File: config.mk
export PLATFORM = sky130hd
export DESIGN_NAME = double_ended_queue_core
export DESIGN_NICKNAME = d
export VERILOG_FILES = /design/src/design/deq_pkg.sv /design/src/design/deq_ram.sv /design/src/design/double_ended_queue_core.sv
export SDC_FILE = /design/constraint.sdc
export NUM_CORES = 2
export LEC_CHECK = 0
export ABC_AREA = 1
export BUFFER_PORTS_ARGS = -buffer_cell sky130_fd_sc_hd__buf_2
export CAP_MARGIN = 20
export CORE_ASPECT_RATIO = 0.6
export CORE_UTILIZATION = 40
export CTS_CLUSTER_SIZE = 28
export DETAILED_ROUTE_END_ITERATION = 12
export SYNTH_ARGS = -nofsm -noshare
export SYNTH_HDL_FRONTEND = slang
export SYNTH_HIERARCHICAL = 1
export SYNTH_SLANG_ARGS = --single-unit
File: constraint.sdc
create_clock -name clk -period 5.8 [get_ports clk]
set_input_delay 0.29 -clock clk [delete_from_list [all_inputs] [get_ports clk]]
set_output_delay 0.29 -clock clk [all_outputs]
set_load 0.01 [all_outputs]
File: src/design/deq_pkg.sv
// deq_pkg: shared types and codes for the double-ended queue core
// beat structs for the command and result channels, operation and status codes
// no dependencies
package deq_pkg;

  localparam int DEPTH_DEF      = 64;
  localparam int DATA_WIDTH_DEF = 32;

  localparam logic [1:0] OP_PUSH_FRONT = 2'd0;
  localparam logic [1:0] OP_PUSH_BACK  = 2'd1;
  localparam logic [1:0] OP_POP_FRONT  = 2'd2;
  localparam logic [1:0] OP_POP_BACK   = 2'd3;

  localparam logic [1:0] ST_DONE  = 2'd0;
  localparam logic [1:0] ST_EMPTY = 2'd1;
  localparam logic [1:0] ST_FULL  = 2'd2;

  typedef struct packed {
    logic [1:0]  func;
    logic [31:0] value;
  } in_t;

  typedef struct packed {
    logic [31:0] popped;
    logic [1:0]  status;
    logic [31:0] front_word;
    logic [31:0] back_word;
    logic [6:0]  occupancy;
  } out_t;

endpackage

File: src/design/deq_ram.sv
// deq_ram: ring store for the queue words, one write port and one read port
// read data is registered; no package dependencies
module deq_ram #(
  parameter int DEPTH      = 64,
  parameter int DATA_WIDTH = 32,
  parameter int IDX_W      = $clog2(DEPTH)
) (
  input  logic                  clk,
  input  logic                  wr_en,
  input  logic [IDX_W-1:0]      wr_addr,
  input  logic [DATA_WIDTH-1:0] wr_data,
  input  logic                  rd_en,
  input  logic [IDX_W-1:0]      rd_addr,
  output logic [DATA_WIDTH-1:0] rd_data
);

  logic [DATA_WIDTH-1:0] mem [DEPTH];

  always_ff @(posedge clk) begin
    if (wr_en) begin
      mem[wr_addr] <= wr_data;
    end
  end

  always_ff @(posedge clk) begin
    if (rd_en) begin
      rd_data <= mem[rd_addr];
    end
  end

endmodule

File: src/design/double_ended_queue_core.sv
// double_ended_queue_core: bounded deque held in a ring store with cached end words
// depends on deq_pkg and deq_ram
//
//   channel | ports                      | handshake
//   --------+----------------------------+------------------------------
//   command | start, busy, in_beat       | taken when start & !busy
//   result  | out_valid, out_beat        | one-cycle strobe, no back-pressure
//
// pushes, failed ops and emptying pops: result strobed the cycle after the beat
// pops that leave words behind: the new end word comes from the registered
// ring store read port, then the result is strobed; busy is high during that read
// synchronous active-low reset empties the queue; store contents are not cleared
// the result side cannot stall
module double_ended_queue_core #(
  parameter int DEPTH      = deq_pkg::DEPTH_DEF,
  parameter int DATA_WIDTH = deq_pkg::DATA_WIDTH_DEF
) (
  input  logic           clk,
  input  logic           rst_n,
  input  logic           start,
  output logic           busy,
  input  deq_pkg::in_t   in_beat,
  output logic           out_valid,
  output deq_pkg::out_t  out_beat
);

  import deq_pkg::*;

  localparam int IDX_W = (DEPTH > 1) ? $clog2(DEPTH) : 1;
  localparam int CNT_W = $clog2(DEPTH + 1);
  localparam int EXT_W = (DATA_WIDTH > 32) ? DATA_WIDTH : 32;
  localparam logic [IDX_W-1:0] IDX_LAST = IDX_W'(DEPTH - 1);
  localparam logic [CNT_W-1:0] CNT_FULL = CNT_W'(DEPTH);

  typedef enum logic [1:0] {
    S_IDLE = 2'b01,
    S_READ = 2'b10
  } state_t;

  state_t                state_r, state_nxt;
  logic [IDX_W-1:0]      front_idx_r, front_idx_nxt;
  logic [IDX_W-1:0]      back_idx_r, back_idx_nxt;
  logic [CNT_W-1:0]      count_r, count_nxt;
  logic [DATA_WIDTH-1:0] front_word_r, front_word_nxt;
  logic [DATA_WIDTH-1:0] back_word_r, back_word_nxt;
  logic [DATA_WIDTH-1:0] pend_pop_r, pend_pop_nxt;
  logic                  pend_front_r, pend_front_nxt;
  logic                  out_valid_r, out_valid_nxt;
  out_t                  out_r, out_nxt;

  logic                  accept;
  logic [EXT_W-1:0]      value_ext;
  logic [DATA_WIDTH-1:0] word_in;
  logic                  wr_en;
  logic [IDX_W-1:0]      wr_addr;
  logic                  rd_en;
  logic [IDX_W-1:0]      rd_addr;
  logic [DATA_WIDTH-1:0] rd_data;

  function automatic logic [IDX_W-1:0] ring_inc(input logic [IDX_W-1:0] i);
    return (i == IDX_LAST) ? '0 : IDX_W'(i + 1'b1);
  endfunction

  function automatic logic [IDX_W-1:0] ring_dec(input logic [IDX_W-1:0] i);
    return (i == '0) ? IDX_LAST : IDX_W'(i - 1'b1);
  endfunction

  function automatic logic [31:0] to_field(input logic [DATA_WIDTH-1:0] w);
    logic [EXT_W-1:0] ext;
    ext = EXT_W'(w);
    return ext[31:0];
  endfunction

  assign accept    = start && !busy;
  assign busy      = (state_r == S_READ);
  assign out_valid = out_valid_r;
  assign out_beat  = out_r;
  assign value_ext = EXT_W'(in_beat.value);
  assign word_in   = value_ext[DATA_WIDTH-1:0];

  deq_ram #(
    .DEPTH      (DEPTH),
    .DATA_WIDTH (DATA_WIDTH),
    .IDX_W      (IDX_W)
  ) u_ram (
    .clk     (clk),
    .wr_en   (wr_en),
    .wr_addr (wr_addr),
    .wr_data (word_in),
    .rd_en   (rd_en),
    .rd_addr (rd_addr),
    .rd_data (rd_data)
  );

  always_comb begin
    state_nxt      = state_r;
    front_idx_nxt  = front_idx_r;
    back_idx_nxt   = back_idx_r;
    count_nxt      = count_r;
    front_word_nxt = front_word_r;
    back_word_nxt  = back_word_r;
    pend_pop_nxt   = pend_pop_r;
    pend_front_nxt = pend_front_r;
    out_valid_nxt  = 1'b0;
    out_nxt        = out_r;
    wr_en          = 1'b0;
    wr_addr        = '0;
    rd_en          = 1'b0;
    rd_addr        = '0;

    unique case (state_r)
      S_IDLE: begin
        if (accept) begin
          out_nxt.popped = '0;
          out_nxt.status = ST_DONE;
          out_valid_nxt  = 1'b1;
          unique case (in_beat.func) inside
            OP_PUSH_FRONT, OP_PUSH_BACK: begin
              if (count_r == CNT_FULL) begin
                out_nxt.status = ST_FULL;
              end else begin
                count_nxt = CNT_W'(count_r + 1'b1);
                wr_en     = 1'b1;
                if (in_beat.func == OP_PUSH_FRONT) begin
                  front_idx_nxt  = ring_dec(front_idx_r);
                  wr_addr        = front_idx_nxt;
                  front_word_nxt = word_in;
                  if (count_r == '0) begin
                    back_word_nxt = word_in;
                  end
                end else begin
                  back_idx_nxt  = ring_inc(back_idx_r);
                  wr_addr       = back_idx_nxt;
                  back_word_nxt = word_in;
                  if (count_r == '0) begin
                    front_word_nxt = word_in;
                  end
                end
              end
            end
            default: begin
              if (count_r == '0) begin
                out_nxt.status = ST_EMPTY;
              end else begin
                count_nxt = CNT_W'(count_r - 1'b1);
                if (in_beat.func == OP_POP_FRONT) begin
                  out_nxt.popped = to_field(front_word_r);
                  pend_pop_nxt   = front_word_r;
                  front_idx_nxt  = ring_inc(front_idx_r);
                  rd_addr        = front_idx_nxt;
                  pend_front_nxt = 1'b1;
                end else begin
                  out_nxt.popped = to_field(back_word_r);
                  pend_pop_nxt   = back_word_r;
                  back_idx_nxt   = ring_dec(back_idx_r);
                  rd_addr        = back_idx_nxt;
                  pend_front_nxt = 1'b0;
                end
                if (count_r == CNT_W'(1)) begin
                  front_word_nxt = '0;
                  back_word_nxt  = '0;
                end else begin
                  rd_en         = 1'b1;
                  out_valid_nxt = 1'b0;
                  state_nxt     = S_READ;
                end
              end
            end
          endcase
          out_nxt.front_word = to_field(front_word_nxt);
          out_nxt.back_word  = to_field(back_word_nxt);
          out_nxt.occupancy  = 7'(count_nxt);
        end
      end
      S_READ: begin
        if (pend_front_r) begin
          front_word_nxt = rd_data;
        end else begin
          back_word_nxt = rd_data;
        end
        out_nxt.popped     = to_field(pend_pop_r);
        out_nxt.status     = ST_DONE;
        out_nxt.front_word = to_field(front_word_nxt);
        out_nxt.back_word  = to_field(back_word_nxt);
        out_nxt.occupancy  = 7'(count_r);
        out_valid_nxt      = 1'b1;
        state_nxt          = S_IDLE;
      end
      default: begin
        state_nxt = S_IDLE;
      end
    endcase
  end

  always_ff @(posedge clk) begin
    if (!rst_n) begin
      state_r      <= S_IDLE;
      front_idx_r  <= '0;
      back_idx_r   <= IDX_LAST;
      count_r      <= '0;
      front_word_r <= '0;
      back_word_r  <= '0;
      out_valid_r  <= 1'b0;
    end else begin
      state_r      <= state_nxt;
      front_idx_r  <= front_idx_nxt;
      back_idx_r   <= back_idx_nxt;
      count_r      <= count_nxt;
      front_word_r <= front_word_nxt;
      back_word_r  <= back_word_nxt;
      out_valid_r  <= out_valid_nxt;
    end
  end

  always_ff @(posedge clk) begin
    out_r        <= out_nxt;
    pend_pop_r   <= pend_pop_nxt;
    pend_front_r <= pend_front_nxt;
  end

  a_read_then_result: assert property (@(posedge clk) disable iff (!rst_n)
    state_r == S_READ |=> out_valid && state_r == S_IDLE)
    else $error("pop read did not complete into a result beat");

  a_count_bound: assert property (@(posedge clk) disable iff (!rst_n)
    count_r <= CNT_FULL)
    else $error("fill count beyond depth");

  a_empty_ends_zero: assert property (@(posedge clk) disable iff (!rst_n)
    count_r == '0 |-> front_word_r == '0 && back_word_r == '0)
    else $error("empty queue holds stale end words");

  a_push_one_cycle: assert property (@(posedge clk) disable iff (!rst_n)
    accept && !in_beat.func[1] |=> out_valid && !busy)
    else $error("push beat without a result in the next cycle");

endmodule

# After elaboration in Yosys (flattened, before gate mapping)
# Memories as Yosys holds them, arrays and structs flattened. A register that Yosys moved wholly into a read port is not among the register bits.
# Cells that the tools add are included.
[classes]
muxes = 70
bitwise_logic = 3
n_reduce_logical = 16
eq_ne = 14
add_sub_neg = 6
[op_table]
columns = ["op", "n"]
rows = [
  ["32-bit 2-to-1 mux", 19],
  ["105-bit one-hot mux with 2 select lines", 1],
  ["6-bit 2-to-1 mux", 24],
  ["32-bit one-hot mux with 2 select lines", 2],
  ["105-bit 2-to-1 mux", 1],
  ["7-bit 2-to-1 mux", 3],
  ["1-bit 2-to-1 mux", 17],
  ["6-bit by 1-bit adder with 6-bit output (second input constant)", 2],
  ["6-bit equality test (second input constant)", 2],
  ["6-bit logical NOT", 2],
  ["6-bit AND reduction", 2],
  ["6-bit by 1-bit subtractor with 6-bit output (second input constant)", 2],
  ["2-bit inequality test (second input constant)", 4],
  ["4-bit AND reduction", 2],
  ["7-bit by 1-bit adder with 7-bit output (second input constant)", 1],
  ["7-bit by 1-bit equality test with 1-bit output (second input constant)", 1],
  ["7-bit equality test (second input constant)", 1],
  ["7-bit logical NOT", 1],
  ["7-bit by 1-bit subtractor with 7-bit output (second input constant)", 1],
  ["2-bit AND reduction", 3],
  ["2-bit by 1-bit equality test with 1-bit output (second input constant)", 2],
  ["2-bit equality test (second input constant)", 2],
  ["2-bit 2-to-1 mux", 2],
  ["2-bit by 1-bit inequality test with 1-bit output (second input constant)", 2],
  ["other kinds (7)", 10],
]
[totals]
out_inout_bits = 107
n_memories = 1
ram_bits = 2048
inputBits = 37
regBits = 224
[mem_list]
columns = ["name", "words", "word_bits", "read_ports", "rd_ports_with_merged_regs", "write_ports", "line_no", "text"]
rows = [
  ["u_ram.mem", 64, 32, 1, 1, 1, "deq_ram.sv:17", "logic [DATA_WIDTH-1:0] mem [DEPTH];"],
]

# Longest topological paths before layout
[depth]
ltp_word = 7
depth_mapped = 23
depth_no_buf = 18

# By module
# The synthesis kept the hierarchy.
[modules_own_cells]
columns = ["module", "seq_area_each_um2", "area_per_inst_um2", "cells_per_inst", "instances"]
rows = [
  ["deq_ram", 62459.9, 83106.0, 6785, 1],
  ["double_ended_queue_core", 5865.6, 12921.1, 1772, 1],
]

# Least setup slack after synthesis
# OpenSTA, ideal clock, no wires.
[synth_path]
kind = "register to register"
startpoint = "register state_r[0]"
endpoint = "memory u_ram.mem[55][0], enable pin"
stages_incl_launch_ff = 15
t_arrival_ns = 4.377
path_slack_ns = 0.962
required_ns = 5.339
n_path_buf = 1
setup_ns = 0.461
cell_sequence = "dfxtp_1 inv_1 ha_1 buf_4 inv_2 nand2_1 inv_2 nand2_4 nor2_8 inv_2 a211oi_1 inv_1 nor3_1 inv_1 nor3_1"
[synth_between]
elab_chain_cells = 7
word_cells_on_any_way = 10
classes_between = "2 x eq/ne; 6 x mux; 2 x reduce/logical"
[synth_rtl]
columns = ["element", "line_no", "text"]
rows = [
  ["from (decl)", "double_ended_queue_core.sv:40", "state_t state_r, state_nxt;"],
  ["from (signal assigned)", "double_ended_queue_core.sv:205", "state_r <= state_nxt;"],
  ["2-bit equality test", "double_ended_queue_core.sv:75", "assign busy = (state_r == S_READ);"],
  ["via busy", "double_ended_queue_core.sv:21", "output logic busy,"],
  ["1-bit logical NOT", "double_ended_queue_core.sv:74", "assign accept = start && !busy;"],
  ["1-bit logical AND", "double_ended_queue_core.sv:74", ""],
  ["1-bit 2-to-1 mux", "double_ended_queue_core.sv:113", "if (accept) begin"],
  ["1-bit 2-to-1 mux", "double_ended_queue_core.sv:111", "unique case (state_r)"],
  ["via wr_en", "double_ended_queue_core.sv:54", "logic wr_en;"],
  ["1-bit 2-to-1 mux", "deq_ram.sv:20", "if (wr_en) begin"],
  ["1-bit 2-to-1 mux (not written as such)", "deq_ram.sv:21", "mem[wr_addr] <= wr_data;"],
  ["to (decl)", "deq_ram.sv:17", ""],
]
# The timed path passes the listed nets, and every way through them passes these cells.

# Worst setup path in the final report
[layout_path]
startpoint = "register count_r[0]"
endpoint = "register u_ram.rd_data[18], read port of u_ram.mem (data pin)"
[layout_between]
word_cells_on_any_way = 11
classes_between = "1 x eq/ne; 9 x mux; 1 x reduce/logical"
[layout_rtl]
columns = ["element", "line_no", "text"]
rows = [
  ["from (decl)", "double_ended_queue_core.sv:43", "logic [CNT_W-1:0] count_r, count_nxt;"],
  ["from (signal assigned)", "double_ended_queue_core.sv:208", "count_r <= count_nxt;"],
  ["7-bit logical NOT", "double_ended_queue_core.sv:142", "if (count_r == '0) begin"],
  ["6-bit 2-to-1 mux", "double_ended_queue_core.sv:142", ""],
  ["6-bit 2-to-1 mux", "double_ended_queue_core.sv:117", "unique case (in_beat.func) inside"],
  ["6-bit 2-to-1 mux", "double_ended_queue_core.sv:113", ""],
  ["6-bit 2-to-1 mux", "double_ended_queue_core.sv:111", ""],
  ["via rd_addr[0]", "double_ended_queue_core.sv:57", "logic [IDX_W-1:0] rd_addr;"],
  ["to (decl)", "deq_ram.sv:14", "output logic [DATA_WIDTH-1:0] rd_data"],
]
# The timed path passes the listed nets, and every way through them passes these cells.
# A chain may end at the register's enable or synchronous reset.

==> results.sh <==
export IMPL_status="complete, no violations"
export IMPL_cap_viol_max_count=0
export IMPL_syn_to_final_growth_pct=11.7
export IMPL_leakage_nw=38.8
export IMPL_clock_latency_ps=850
export IMPL_initialDrtViolationCount=10100
export IMPL_fmax_mhz=196
export IMPL_grt_pass1_vias=62900
export IMPL_drc=0
export IMPL_antenna_found_initial=19
export IMPL_place_area_mm2=0.101
export IMPL_drive_gt1_frac=0.0890
export IMPL_synth_edf_count=2218
export IMPL_maxSlewHeadroom=0.209
export IMPL_io_pins=144
export IMPL_setup_violations_final=0
export IMPL_synth_area_mm2=0.0960
export IMPL_setup_ws_ps=689
export IMPL_min_period_over_period=0.881
export IMPL_fin_crit_ps=5110
export IMPL_peakVddDrop_mv=0.268
export IMPL_crit_arrival_ps=5810
export IMPL_start_util=0.405
export IMPL_slew_violations=0
export IMPL_clock_skew_ps=36.5
export IMPL_fill_cells=21400
export IMPL_synth_area_per_cell_um2=11.2
export IMPL_start_kind="flip-flop"
export IMPL_post_cts_buffers=0
export IMPL_grt_usage=0.245
export IMPL_wl_per_cell_um=25.4
export IMPL_cts_buffers=203
export IMPL_ys_warn_count=6
export IMPL_rsz0062_at_grt="no"
export IMPL_hold_class="in2reg"
export IMPL_die_area_mm2=0.242
export IMPL_clockRootBuffer="clkbuf_16"
export IMPL_hold_buffers=15
export IMPL_p_per_area_mw_per_mm2=355
export IMPL_synth_fp_nets=8605
export IMPL_ys_flop_type="edfxtp_1"
export IMPL_path_clk_slew_ps=70
export IMPL_netlist_instances=8557
export IMPL_grt_max_degree=164
export IMPL_stdcell_area_mm2=0.107
export IMPL_yosys_area_top_type="edfxtp_1"
export IMPL_dieWidth_um=635
export IMPL_async_reset_ff_frac=0
export IMPL_clock_path_buffers=4
export IMPL_via_count=68400
export IMPL_tightest_slew_ps=1190
export IMPL_synth_seq_cells=2304
export IMPL_drt_total_wl_um=303000
export IMPL_place_congestion=0.909
export IMPL_synth_top_area_frac=0.694
export IMPL_dr_pass1_iters=8
export IMPL_gr_total_overflow=0
export IMPL_cts_sinks=2304
export IMPL_critPathRequiredTime_ps=6500
export IMPL_seq_area_frac_synth=0.712
export IMPL_nNetsFinal=8674
export IMPL_hold_violations=0
export IMPL_rows=138
export IMPL_core_area_mm2=0.237
export IMPL_endpoint_kind="flip-flop"
export IMPL_grt_pass1_wl_um=437000
export IMPL_synth_area_leaders="edfxtp_1 (69%), nand2_1 (11%), nand3_1 (11%), dfxtp_1 (1.8%), buf_2 (1.5%)"
export IMPL_pre_cts_ws_ps=910
export IMPL_htreeDepth=4
export IMPL_crit_fanout=78
export IMPL_setup_tns_ps=0
export IMPL_power_mw=38.1
export IMPL_numPortBuffers=143
export IMPL_post_cts_resized=0
export IMPL_vias_per_cell=5.73
export IMPL_whs_ps=23.9
export IMPL_ant_nets=0
export IMPL_ys_types=39
export IMPL_die_h_um=382
export IMPL_place_hpwl_um=175000
export IMPL_cts_tree="done"
export IMPL_critPathKind="reg2reg"
## cells in the mapped netlist, types with 54 or more instances
| cell type | number |
|---|---|
| nand4_1 | 69 |
| o21ai_0 | 169 |
| buf_2 | 285 |
| clkbuf_1 | 125 |
| edfxtp_1 | 2218 |
| nand3_1 | 2069 |
| nand2_1 | 2818 |
| nor2_1 | 129 |
| o21ai_1 | 54 |
| buf_1 | 69 |
| buf_4 | 63 |
| inv_1 | 244 |
| dfxtp_1 | 86 |
## metal layers
layer / up-vias / track usage / wire length (µm)
met1: 33800 / 0.382 / 133000
li1: 30000 / - / -
met2: 4048 / 0.333 / 123000
met5: - / 0 / 57
met4: 10 / 0.0477 / 5830
met3: 439 / 0.0760 / 41400
## worst max-delay path, cell delays in order (launching register included)
cell	delay, ps
dfxtp_1	450
inv_1	160
ha_1	290
inv_2	150
nor2_8	80
nand2_8	60
nand2_4	60
nor2_8	150
o21ai_0	170
a21oi_4	440
buf_4	230
buf_12	220
buf_12	340
buf_4	350
nand2_1	80
nand3_1	90
nand3_1	140
nand3_1	110
nand3_1	640
nand2_1	270
nand2_1	180
nand2_1	150
## flip-flops by register name, indices dropped and copies added (netlist names), 2 cells and up
register and count:
front_word_r 32, pend_pop_r 32, state_r 2, u_ram/mem 2048, back_idx_r 6, u_ram/rd_data 32
out_beat 105, front_idx_r 6, back_word_r 32, count_r 7
## cell type report
type | instances | area [µm²] | area share
Sequential cell | 2304 | 68300 | 0.637
Multi-Input combinational cell | 5434 | 24500 | 0.228
Clock buffer | 269 | 5460 | 0.0509
Tap cell | 3150 | 3940 | 0.0367
Timing Repair Buffer | 424 | 3390 | 0.0316
Inverter | 259 | 1010 | 0.00946
Clock inverter | 83 | 681 | 0.00634
Antenna cell | 6 | 15.0 | 0.000140
## final timing paths
kind / depth (start not counted) / end / slack, ps / start
hold / removal: 1 / u_ram/mem[49][10]$_DFFE_PP_ / 20 / in_beat[10]
setup reg to reg: 21 / u_ram/rd_data[18]$_DFFE_PP_ / 690 / count_r[0]$_SDFFE_PN0P_
setup / recovery: 21 / u_ram/rd_data[18]$_DFFE_PP_ / 690 / count_r[0]$_SDFFE_PN0P_
hold reg to reg: 2 / state_r[1]$_SDFFE_PN0P_ / 500 / state_r[1]$_SDFFE_PN0P_
## power breakdown
part	internal (mW)	switching (mW)
Sequential	18.7	0.247
Clock	7.12	6.02
Combinational	1.49	4.45
## cells by family after synthesis
kind of cell,count (synthesis),share of synthesized area
AND/OR/NAND/NOR,5127,0.231
XOR/XNOR,13,0.00119
AO/OA/AOI/OAI,283,0.0151
adder cells (fa/ha/maj),11,0.00143
flip-flops,2304,0.712
buffers and inverters,819,0.0395
## per-stage QoR
stage,instances,utilization
floorplan,8557,-
global placement,11600,0.426
detailed placement,11600,0.426
CTS,11900,0.452
global route,11900,0.452
finish,11900,0.452
## placed cells by master, fill, tap and decap left out, types with 12 or more instances in the layout
master / netlist / final
edfxtp_1: 2218 / 2218
clkbuf_1: 125 / 57
nand2_1: 2818 / 2818
dfxtp_1: 86 / 86
buf_2: 285 / 142
bufinv_16: 0 / 12
nand4_1: 69 / 69
nor2_1: 129 / 68
dlygate4sd3_1: 0 / 15
o21ai_1: 54 / 54
clkbuf_16: 0 / 207
o21ai_0: 169 / 169
buf_12: 0 / 42
clkinv_2: 0 / 29
inv_1: 244 / 241
nand3_1: 2069 / 2069
nor2_4: 2 / 64
clkinv_1: 1 / 40
buf_4: 63 / 225
a21oi_1: 46 / 43
(Power assumes the default switching activity.)
